[config.mk]
export PLATFORM = sky130hd
export DESIGN_NAME = fat_directory_entry_parser
export DESIGN_NICKNAME = d
export VERILOG_FILES = /design/src/sv/fdep_pkg.sv /design/src/sv/fdep_front.sv /design/src/sv/fdep_fifo.sv /design/src/sv/fdep_back.sv /design/src/sv/fat_directory_entry_parser.sv
export SDC_FILE = /design/constraint.sdc
export NUM_CORES = 1
export LEC_CHECK = 0
export ABC_CLOCK_PERIOD_IN_PS = 7800
export BUFFER_PORTS_ARGS = -buffer_cell sky130_fd_sc_hd__buf_4
export CAP_MARGIN = 20
export CORE_MARGIN = 5
export CORE_UTILIZATION = 31
export DETAILED_ROUTE_END_ITERATION = 6
export HOLD_SLACK_MARGIN = 0.15
export PLACE_DENSITY_LB_ADDON = 0.1
export SLEW_MARGIN = 20
export SYNTH_ARGS = -nofsm -noshare
export SYNTH_HDL_FRONTEND = slang
export SYNTH_SLANG_ARGS = --single-unit
[constraint.sdc]
create_clock -name clk -period 7.8 [get_ports clk]
set_input_delay 1.95 -clock clk [delete_from_list [all_inputs] [get_ports clk]]
set_output_delay 1.95 -clock clk [all_outputs]
set_load 0.05 [all_outputs]
[src/sv/fdep_pkg.sv]
`default_nettype none
package fdep_pkg;

  localparam int unsigned ENTRY_BYTES = 32;
  localparam int unsigned POS_W       = $clog2(ENTRY_BYTES);
  localparam logic [POS_W-1:0] POS_LAST = POS_W'(ENTRY_BYTES - 1);

  // byte 0 markers
  localparam logic [7:0] FIRST_UNUSED  = 8'h00;
  localparam logic [7:0] FIRST_DELETED = 8'hE5;
  localparam logic [7:0] DOT_CHAR      = 8'h2E;

  // attribute bits
  localparam logic [7:0] ATTR_HIDE   = 8'h02;
  localparam logic [7:0] ATTR_SYSTEM = 8'h04;
  localparam logic [7:0] ATTR_LABEL  = 8'h08;
  localparam logic [7:0] ATTR_SUBDIR = 8'h10;

  localparam logic [11:0] YEAR_BASE = 12'd1980;

  typedef enum logic [2:0] {
    KIND_UNUSED  = 3'd0,
    KIND_DELETED = 3'd1,
    KIND_SKIPPED = 3'd2,
    KIND_FILE    = 3'd3,
    KIND_SUBDIR  = 3'd4,
    KIND_PARENT  = 3'd5
  } kind_t;

  typedef enum logic [1:0] {
    SEL_CREATED  = 2'd0,
    SEL_ACCESSED = 2'd1,
    SEL_MODIFIED = 2'd2,
    SEL_SPARE    = 2'd3
  } ts_sel_t;

  localparam ts_sel_t TS_SEL_RESET = SEL_MODIFIED;

  // one complete entry, as handed from front to back
  typedef struct packed {
    logic        clear;    // counts restart before this entry
    logic [7:0]  first;
    logic [7:0]  second;
    logic [7:0]  attr;
    logic [15:0] cluster;
    logic [31:0] size;
    logic [15:0] c_time;
    logic [15:0] c_date;
    logic [15:0] a_date;
    logic [15:0] m_time;
    logic [15:0] m_date;
  } entry_rec_t;

endpackage
`default_nettype wire

[src/sv/fdep_front.sv]
`default_nettype none
module fdep_front (
  input  wire logic               clk,
  input  wire logic               rst_n,
  input  wire logic               take,
  input  wire logic [7:0]         data_byte,
  input  wire logic               new_listing,
  output fdep_pkg::entry_rec_t    rec,
  output logic                    rec_push
);
  import fdep_pkg::*;

  logic [POS_W-1:0] pos_r, pos_nxt, pos_eff;
  logic             clr_r, clr_nxt;
  logic [7:0]       ent_r [0:ENTRY_BYTES-2];

  assign pos_eff  = new_listing ? '0 : pos_r;
  assign rec_push = take && (pos_eff == POS_LAST);

  always_comb begin
    pos_nxt = pos_r;
    clr_nxt = clr_r;
    if (take) begin
      if (pos_eff == POS_LAST) begin
        pos_nxt = '0;
        clr_nxt = 1'b0;
      end else begin
        pos_nxt = pos_eff + POS_W'(1);
        clr_nxt = clr_r | new_listing;
      end
    end
  end

  always_ff @(posedge clk) begin
    if (!rst_n) begin
      pos_r <= '0;
      clr_r <= 1'b0;
    end else begin
      pos_r <= pos_nxt;
      clr_r <= clr_nxt;
    end
  end

  always_ff @(posedge clk) begin
    if (take && (pos_eff != POS_LAST)) begin
      ent_r[pos_eff] <= data_byte;
    end
  end

  // last byte comes straight from the input
  always_comb begin
    rec.clear   = clr_r | new_listing;
    rec.first   = ent_r[0];
    rec.second  = ent_r[1];
    rec.attr    = ent_r[11];
    rec.c_time  = {ent_r[15], ent_r[14]};
    rec.c_date  = {ent_r[17], ent_r[16]};
    rec.a_date  = {ent_r[19], ent_r[18]};
    rec.m_time  = {ent_r[23], ent_r[22]};
    rec.m_date  = {ent_r[25], ent_r[24]};
    rec.cluster = {ent_r[27], ent_r[26]};
    rec.size    = {data_byte, ent_r[30], ent_r[29], ent_r[28]};
  end

endmodule
`default_nettype wire

[src/sv/fdep_fifo.sv]
`default_nettype none
module fdep_fifo (
  input  wire logic                  clk,
  input  wire logic                  rst_n,
  input  wire logic                  push,
  input  wire fdep_pkg::entry_rec_t  wr_data,
  output logic                       full,
  input  wire logic                  pop,
  output fdep_pkg::entry_rec_t       rd_data,
  output logic                       empty
);
  import fdep_pkg::*;

  entry_rec_t  mem_r [0:1];
  logic        wp_r, wp_nxt, rp_r, rp_nxt;
  logic [1:0]  cnt_r, cnt_nxt;

  assign full    = (cnt_r == 2'd2);
  assign empty   = (cnt_r == 2'd0);
  assign rd_data = mem_r[rp_r];

  always_comb begin
    wp_nxt  = wp_r ^ push;
    rp_nxt  = rp_r ^ pop;
    cnt_nxt = cnt_r + {1'b0, push} - {1'b0, pop};
  end

  always_ff @(posedge clk) begin
    if (!rst_n) begin
      wp_r  <= 1'b0;
      rp_r  <= 1'b0;
      cnt_r <= 2'd0;
    end else begin
      wp_r  <= wp_nxt;
      rp_r  <= rp_nxt;
      cnt_r <= cnt_nxt;
    end
  end

  always_ff @(posedge clk) begin
    if (push) begin
      mem_r[wp_r] <= wr_data;
    end
  end

endmodule
`default_nettype wire

[src/sv/fdep_back.sv]
`default_nettype none
module fdep_back (
  input  wire logic                  clk,
  input  wire logic                  rst_n,
  input  wire fdep_pkg::entry_rec_t  rec,
  input  wire logic                  rec_empty,
  output logic                       rec_pop,
  input  wire fdep_pkg::ts_sel_t     ts_sel,
  input  wire logic                  out_pop,
  output logic                       out_empty,
  output logic [2:0]                 entry_kind,
  output logic [7:0]                 attribute_bits,
  output logic [15:0]                start_cluster,
  output logic [31:0]                file_size,
  output logic [15:0]                files_counted,
  output logic [47:0]                bytes_counted,
  output logic [11:0]                stamp_year,
  output logic [3:0]                 stamp_month,
  output logic [4:0]                 stamp_day,
  output logic [4:0]                 stamp_hour,
  output logic [5:0]                 stamp_minute,
  output logic [5:0]                 stamp_second
);
  import fdep_pkg::*;

  logic        vld_r, vld_nxt;
  logic [15:0] cnt_r, cnt_nxt, cnt_base;
  logic [47:0] sum_r, sum_nxt, sum_base;
  logic [48:0] sum_wide;
  kind_t       kind;
  logic        listed;
  logic [15:0] date, tod;

  // result regs
  kind_t       kind_r;
  logic [7:0]  attr_r;
  logic [15:0] clus_r;
  logic [31:0] size_r;
  logic [11:0] year_r;
  logic [3:0]  mon_r;
  logic [4:0]  day_r, hour_r;
  logic [5:0]  min_r, sec_r;

  assign rec_pop = !rec_empty && (!vld_r || out_pop);

  always_comb begin
    priority if (rec.first == FIRST_UNUSED) begin
      kind = KIND_UNUSED;
    end else if (rec.first == FIRST_DELETED) begin
      kind = KIND_DELETED;
    end else if ((rec.attr & (ATTR_HIDE | ATTR_SYSTEM | ATTR_LABEL)) != '0) begin
      kind = KIND_SKIPPED;
    end else if ((rec.first == DOT_CHAR) || ((rec.attr & ATTR_SUBDIR) != '0)) begin
      kind = (rec.second == DOT_CHAR) ? KIND_PARENT : KIND_SUBDIR;
    end else begin
      kind = KIND_FILE;
    end
  end

  assign listed   = (kind == KIND_FILE) || (kind == KIND_SUBDIR) || (kind == KIND_PARENT);
  assign cnt_base = rec.clear ? '0 : cnt_r;
  assign sum_base = rec.clear ? '0 : sum_r;
  assign sum_wide = {1'b0, sum_base} + {17'd0, rec.size};

  always_comb begin
    cnt_nxt = cnt_r;
    sum_nxt = sum_r;
    if (rec_pop) begin
      cnt_nxt = cnt_base;
      sum_nxt = sum_base;
      if (listed) begin
        cnt_nxt = (cnt_base == 16'hFFFF) ? cnt_base : cnt_base + 16'd1;
        sum_nxt = sum_wide[48] ? '1 : sum_wide[47:0];
      end
    end
    vld_nxt = rec_pop || (vld_r && !out_pop);
  end

  always_comb begin
    unique case (ts_sel)
      SEL_CREATED: begin
        date = rec.c_date;
        tod  = rec.c_time;
      end
      SEL_ACCESSED: begin
        date = rec.a_date;
        tod  = '0;
      end
      default: begin
        date = rec.m_date;
        tod  = rec.m_time;
      end
    endcase
  end

  always_ff @(posedge clk) begin
    if (!rst_n) begin
      vld_r <= 1'b0;
      cnt_r <= '0;
      sum_r <= '0;
    end else begin
      vld_r <= vld_nxt;
      cnt_r <= cnt_nxt;
      sum_r <= sum_nxt;
    end
  end

  always_ff @(posedge clk) begin
    if (rec_pop) begin
      kind_r <= kind;
      attr_r <= rec.attr;
      clus_r <= rec.cluster;
      size_r <= rec.size;
      year_r <= YEAR_BASE + {5'd0, date[15:9]};
      mon_r  <= date[8:5];
      day_r  <= date[4:0];
      hour_r <= tod[15:11];
      min_r  <= tod[10:5];
      sec_r  <= {tod[4:0], 1'b0};
    end
  end

  assign out_empty      = !vld_r;
  assign entry_kind     = kind_r;
  assign attribute_bits = attr_r;
  assign start_cluster  = clus_r;
  assign file_size      = size_r;
  assign files_counted  = cnt_r;
  assign bytes_counted  = sum_r;
  assign stamp_year     = year_r;
  assign stamp_month    = mon_r;
  assign stamp_day      = day_r;
  assign stamp_hour     = hour_r;
  assign stamp_minute   = min_r;
  assign stamp_second   = sec_r;

endmodule
`default_nettype wire

[src/sv/fat_directory_entry_parser.sv]
// Channel  | Ports                                   | Beat taken when
// ---------+-----------------------------------------+-------------------------
// input    | in_push, in_full, in_data_byte,         | in_push  && !in_full
//          | in_new_listing                          |
// result   | out_empty, out_pop, out_entry_kind ...  | out_pop  && !out_empty
// config   | cfg_valid, cfg_ready,                   | cfg_valid && cfg_ready
//          | cfg_timestamp_select                    |
//
// One input byte per cycle while in_full is low; one result per 32 bytes, on the ports
// once the entry has passed the queue write and then the result register.
// Reset (rst_n low at a clock edge) clears position, counts, queue and the
// result valid flag; the stamp selector returns to "modified".
// in_full rises only when the two-entry queue is full, i.e. when two
// finished entries are held behind an unpopped result.
`default_nettype none
module fat_directory_entry_parser (
  input  wire logic        clk,
  input  wire logic        rst_n,
  // input bytes
  input  wire logic        in_push,
  output logic             in_full,
  input  wire logic [7:0]  in_data_byte,
  input  wire logic        in_new_listing,
  // configuration
  input  wire logic        cfg_valid,
  output logic             cfg_ready,
  input  wire logic [1:0]  cfg_timestamp_select,
  // results
  output logic             out_empty,
  input  wire logic        out_pop,
  output logic [2:0]       out_entry_kind,
  output logic [7:0]       out_attribute_bits,
  output logic [15:0]      out_start_cluster,
  output logic [31:0]      out_file_size,
  output logic [15:0]      out_files_counted,
  output logic [47:0]      out_bytes_counted,
  output logic [11:0]      out_stamp_year,
  output logic [3:0]       out_stamp_month,
  output logic [4:0]       out_stamp_day,
  output logic [4:0]       out_stamp_hour,
  output logic [5:0]       out_stamp_minute,
  output logic [5:0]       out_stamp_second
);
  import fdep_pkg::*;

  // stamp selector register, always ready
  ts_sel_t    ts_sel_r, ts_sel_nxt;

  // front -> queue -> back
  entry_rec_t rec_in, rec_out;
  logic       rec_push, rec_pop, q_full, q_empty;
  logic       in_take;

  assign cfg_ready = 1'b1;
  assign in_full   = q_full;
  assign in_take   = in_push && !q_full;

  always_comb begin
    ts_sel_nxt = ts_sel_r;
    if (cfg_valid && cfg_ready) begin
      ts_sel_nxt = ts_sel_t'(cfg_timestamp_select);
    end
  end

  always_ff @(posedge clk) begin
    if (!rst_n) begin
      ts_sel_r <= TS_SEL_RESET;
    end else begin
      ts_sel_r <= ts_sel_nxt;
    end
  end

  // front: tracks byte position and gathers the entry bytes
  fdep_front u_front (
    .clk         (clk),
    .rst_n       (rst_n),
    .take        (in_take),
    .data_byte   (in_data_byte),
    .new_listing (in_new_listing),
    .rec         (rec_in),
    .rec_push    (rec_push)
  );

  // two finished entries of slack between front and back
  fdep_fifo u_queue (
    .clk     (clk),
    .rst_n   (rst_n),
    .push    (rec_push),
    .wr_data (rec_in),
    .full    (q_full),
    .pop     (rec_pop),
    .rd_data (rec_out),
    .empty   (q_empty)
  );

  // back: classifies, counts, decodes the stamp, holds the result
  fdep_back u_back (
    .clk            (clk),
    .rst_n          (rst_n),
    .rec            (rec_out),
    .rec_empty      (q_empty),
    .rec_pop        (rec_pop),
    .ts_sel         (ts_sel_r),
    .out_pop        (out_pop),
    .out_empty      (out_empty),
    .entry_kind     (out_entry_kind),
    .attribute_bits (out_attribute_bits),
    .start_cluster  (out_start_cluster),
    .file_size      (out_file_size),
    .files_counted  (out_files_counted),
    .bytes_counted  (out_bytes_counted),
    .stamp_year     (out_stamp_year),
    .stamp_month    (out_stamp_month),
    .stamp_day      (out_stamp_day),
    .stamp_hour     (out_stamp_hour),
    .stamp_minute   (out_stamp_minute),
    .stamp_second   (out_stamp_second)
  );

endmodule
`default_nettype wire

# Yosys cells after proc, flatten, opt, wreduce, memory -nomap -nowiden
# Memories as Yosys holds them, arrays and structs flattened. A register that Yosys moved wholly into a read port is not among the register bits.
# Index checks and enable logic that the tools add are counted.
# W data, S select, Z words.
# word_totals
mem_bits_rw	554
memories	2
latch_bits	0
romBits	0
inputBits	16
out_inout_bits	164
reg_bits	173
# mem_list
memory	depth	width	rd	rd_clocked_by_memory_dff	wr	line	text
u_queue.mem_r	2	153	1	1	1	fdep_fifo.sv:14	entry_rec_t mem_r [0:1];
u_front.ent_r	31	8	18	0	1	fdep_front.sv:15	logic [7:0] ent_r [0:ENTRY_BYTES-2];
# op_classes
n_bitwise	3
add_sub_neg	6
eq_ne	11
shifts	0
magnitude_cmp	0
mul	0
div_mod_pow	0
n_reduce_logical	18
mux	21
# ops
cell	n
$mux W48	3
$pmux W16 S2	2
$add A48 B32 Y49	1
$mux W16	3
$add A16 B1 Y16 const B	1
$eq A16 B16 Y1 const B	1
$eq A8 B6 Y1 const B	2
$add A11 B7 Y12 const A	1
$mux W3	4
$mux W5	2
$eq A8 B8 Y1 const B	1
$logic_not A8 Y1	1
$reduce_bool A8 Y1	1
$mux W1	7
$eq A3 B3 Y1 const B	2
$add A5 B1 Y5 const B	1
$eq A5 B5 Y1 const B	1
$logic_and A1 B1 Y1	5
$logic_or A1 B1 Y1	5
$ne A5 B5 Y1 const B	1
$logic_not A1 Y1	4
$logic_not A2 Y1	2
$eq A3 B2 Y1 const B	1
$add A2 B1 Y2	1
other kinds (5)	6

# Logic depth before layout (Yosys ltp)
# depth
word_depth	10
mapped_depth	18
ltp_nobuf	13

# Modules after synthesis
# Synthesis repeated with hierarchy kept, for this count alone.
# unflattened
cells_unflattened	1620
hier_area_um2	25390.6
# modules_own_cells
mod	area_per_inst_um2	seq_area_each_um2	cells_each	n_inst
fdep_fifo	11549.8	9288.9	497	1
fdep_back	8798.4	4184.0	888	1
fdep_front	4954.8	4444.3	226	1
fat_directory_entry_parser	87.6	40.0	9	1

# Worst setup path after synthesis
# OpenSTA, ideal clock, no wires.
# synth_timing
path_type	input port to flip-flop
from	input port in_new_listing
to	memory u_queue.mem_r[1][0] (netlist name) (enable)
n_path_buf	1
setup_time_ps	532
t_arrival_ps	6773
t_required_ps	7268
path_stages	8
path_slack_ps	495
cell_sequence	clkbuf_1 nand2b_1 inv_1 ha_1 nor3b_1 ha_1 and3_1 ha_1
# synth_via
elab_chain_len	5
# synth_rtl
element	line	text
start, declared	fat_directory_entry_parser.sv:23	input wire logic in_new_listing,
$mux W5	fdep_front.sv:17	assign pos_eff = new_listing ? '0 : pos_r;
$eq A5 B5 Y1	fdep_front.sv:18	assign rec_push = take && (pos_eff == POS_LAST);
$logic_and A1 B1 Y1	fdep_front.sv:18	
$mux W1	fdep_fifo.sv:41	if (push) begin
$mux W1 (not written as such)	fdep_fifo.sv:42	mem_r[wp_r] <= wr_data;
end, declared	fdep_fifo.sv:14	
# Every way passes these cells.

==> flow_metrics.py <==
metrics = {
    "critical_path": {
        "slowest_stage": "o31ai_4",
        "required_ps": 8280,
        "worstSetupPathType": "reg -> reg",
        "crit_path_max_fanout": 119,
        "crit_top_cell": "a211oi_4",
        "crit_chain": "buf_12, mux2_2, ha_1, a21oi_1, o21ai_1, nor2b_1, a211oi_4, a211oi_4, or2_4, o31ai_4, a22oi_1, a21o_1",
        "crit_arrival_ps": 5250,
        "cp-start-kind": "flip-flop",
        "cp_slowest_stage_delay_ps": 820,
        "end_kind": "flip-flop",
    },
    "sta": {
        "drv_slew": 0,
        "skew_ps": 25.2,
        "slew_headroom_pct": 29.1,
        "finalCritPeriodShare_pct": 61.2,
        "fin_crit_ps": 4770,
        "rsz0062_at_grt": "no",
        "setup_tns_ps": 0,
        "hold_violations": 0,
        "setup_ws_ps": 3030,
        "fmax_mhz": 210,
        "worst_slew_pin_slew_ps": 1060,
        "setup_viol": 0,
    },
    "clocking": {
        "clk-insertion-delay-late_ps": 600,
        "cts_hold_buf": 0,
        "htreeDepth": 3,
        "cts_root_buf": "clkbuf_16",
        "cts.sinks": 624,
        "cts_tree": "yes",
        "clk_path_buf_depth": 3,
        "clk_pin_slew_ps": 60,
        "cts_resized": 0,
        "post_cts.repair.setup_buffers": 0,
        "numCtsBuffers": 68,
    },
    "power_and_ir_drop": {
        "seqPwrFrac_pct": 42.9,
        "comb_power_share_pct": 23.1,
        "p_per_area_nw_per_um2": 322,
        "power_frac_clock_pct": 34.1,
        "finalPower_mw": 9.49,
        "p_leak_nw": 10.2,
        "internal-power_mw": 6.48,
        "p_switching_mw": 3.01,
        "switching_share_pct": 31.7,
        "max-vdd-ir-drop_mv": 0.159,
    },
    "floorplan": {
        "core_area_um2": 78700,
        "ios": 180,
        "die_w_um": 291,
        "rows": 103,
        "die_h_um": 291,
        "initial_utilization_pct": 31.2,
        "die-area_um2": 84900,
    },
    "grt": {
        "grt_overflow": 0,
        "grt_max_degree": 120,
        "antenna_found_initial": 4,
        "grt_pass1_wl_mm": 92.0,
        "grt_pass1_vias": 14083,
        "grt_util_all_layers_pct": 14.2,
    },
    "routing": {
        "drtIter0Drc": 888,
        "vias": 13744,
        "drt_pass1_iterations": 5,
        "wl_per_cell_um": 21.5,
        "vias_per_cell": 4.78,
        "antenna_left": 0,
        "drc": 0,
        "wirelength_mm": 61.9,
    },
    "status": {
        "status": "finished, final reports clean",
    },
    "logic_synthesis": {
        "synth_area_leaders": "edfxtp_1 (67%), dfxtp_1 (6.4%), mux2_2 (2.5%), ha_1 (2.2%), mux2i_1 (2.1%)",
        "yosysSeqAreaShare_pct": 73.2,
        "ys_warn_count": 0,
        "synth_top_area_cell": "edfxtp_1",
        "synth-edff-count": 546,
        "synth-seq-cells": 624,
        "ys.flop_type": "edfxtp_1",
        "syn_avg_cell_area_um2": 15.7,
        "syn-num-nets": 1623,
        "ys_types": 93,
        "async_reset_ff_share_pct": 0,
        "syn_inst": 1562,
        "yosysTopAreaCellShare_pct": 66.8,
        "syn_area_um2": 24500,
    },
    "finish": {
        "layout_commonest_cell": "edfxtp_1",
        "nFillCells": 7391,
        "nNetsFinal": 1830,
        "area_growth_pct": 19.9,
        "layout-drive-gt1-share_pct": 22.8,
        "final_core_utilization_pct": 37.4,
        "most-common-layout-cells": "edfxtp_1 (546), buf_4 (189), nand2_1 (108)",
    },
    "placement": {
        "place_ws_ps": 2520,
        "hpwl_mm": 39.2,
        "io_buffers": 177,
        "gp_congestion": 0.820,
    },
    "worst_hold_path": {
        "hp-class": "reg -> reg",
    },
    "job": {
        "cap_violations": 0,
    },
}
==> synthesized netlist by cell type, drive strengths merged, types with 15 or more instances <==
library cell / instances
a21o: 34
a21oi: 72
a22oi: 15
and2: 37
buf: 28
clkbuf: 27
dfxtp: 78
edfxtp: 546
ha: 44
inv: 22
mux2: 58
mux2i: 53
mux4: 15
nand2: 110
nand3: 29
nor2: 99
nor3: 19
o21ai: 53
o22ai: 20
xnor2: 24
xor2: 20
==> kinds of logic after synthesis <==
kind of cell	count (synthesis)	share of synthesized area, %
xor gates and xnor gates	44	1.57
other	2	0.0306
DFF	624	73.2
and+or+nand+nor	373	7.61
buffers and inverters	78	1.36
AOI/OAI and AO/OA	270	7.68
muxes	126	6.28
adders and majority gates	45	2.32
==> routing by layer <==
metal	vias up	GRT usage (%)	wire length, um
li1	6426	-	-
met1	6931	19.5	28400
met2	296	23.1	29400
met3	89	2.46	2590
met4	2	4.51	1480
met5	-	0	12
==> power by group through the flow <==
| stage | clock, mW | sequential [mW] | combinational [mW] |
|---|---|---|---|
| floorplan | 0 | 4.94 | 0.714 |
| global placement | 0 | 4.14 | 2.23 |
| detailed placement | 0 | 4.14 | 2.23 |
| CTS | 3.34 | 4.08 | 2.24 |
| global route | 3.47 | 4.10 | 2.32 |
| finish | 3.23 | 4.07 | 2.19 |
==> cell type report <==
cell class / count / area [um2] / area share, %
diodes: 1 / 2.50 / 0.00850
clock buffers: 90 / 1900 / 6.45
repair buffers: 192 / 1480 / 5.03
well taps: 1050 / 1310 / 4.47
multi-input cells: 860 / 6320 / 21.5
flip-flops and latches: 624 / 18000 / 61.0
inverters: 23 / 88.8 / 0.302
clock inverters: 36 / 362 / 1.23
==> metrics by stage <==
stage | std cells | hold WS [ps] | area [um2]
6_report | 2876 | 421 | 29400
5_1_grt | 2875 | 444 | 29400
4_1_cts | 2875 | 416 | 29400
3_5_place_dp | 2749 | 429 | 27200
3_3_place_gp | 2749 | 423 | 27200
2_1_floorplan | 1562 | 421 | 24500
==> worst paths after layout <==
| kind | from | endpoint | slack, ps | depth (start not counted) |
|---|---|---|---|---|
| min | u_front.ent_r[28][3] | u_queue.mem_r[0][83] | 420 | 0 |
| max | flip-flop | u_back.bytes_counted[5] | 3030 | 12 |
| max reg2reg | flip-flop | u_back.bytes_counted[5] | 3030 | 12 |
| min reg2reg | u_front.ent_r[28][3] | u_queue.mem_r[0][83] | 420 | 0 |
==> worst max-delay path, delay by kind of cell, from the launching register on <==
family / cells / cell delay [ps]
flip-flops: 1 / 530
AO/OA/AOI/OAI: 7 / 2100
buffers and inverters: 1 / 620
adder cells (fa/ha/maj): 1 / 380
multiplexers: 1 / 430
AND/OR/NAND/NOR: 2 / 470
==> flip-flops by register name, indices dropped and copies added, names as in the netlist, 6 cells and up, named ones only <==
register and flops:
u_back.stamp_minute 6, u_back.bytes_counted 48, u_back.start_cluster 16, u_queue.mem_r 306, u_back.file_size 32, u_back.attribute_bits 8
u_back.files_counted 16, u_front.ent_r 144, u_back.stamp_year 12
Note: power is estimated with default switching activity, not from simulation.
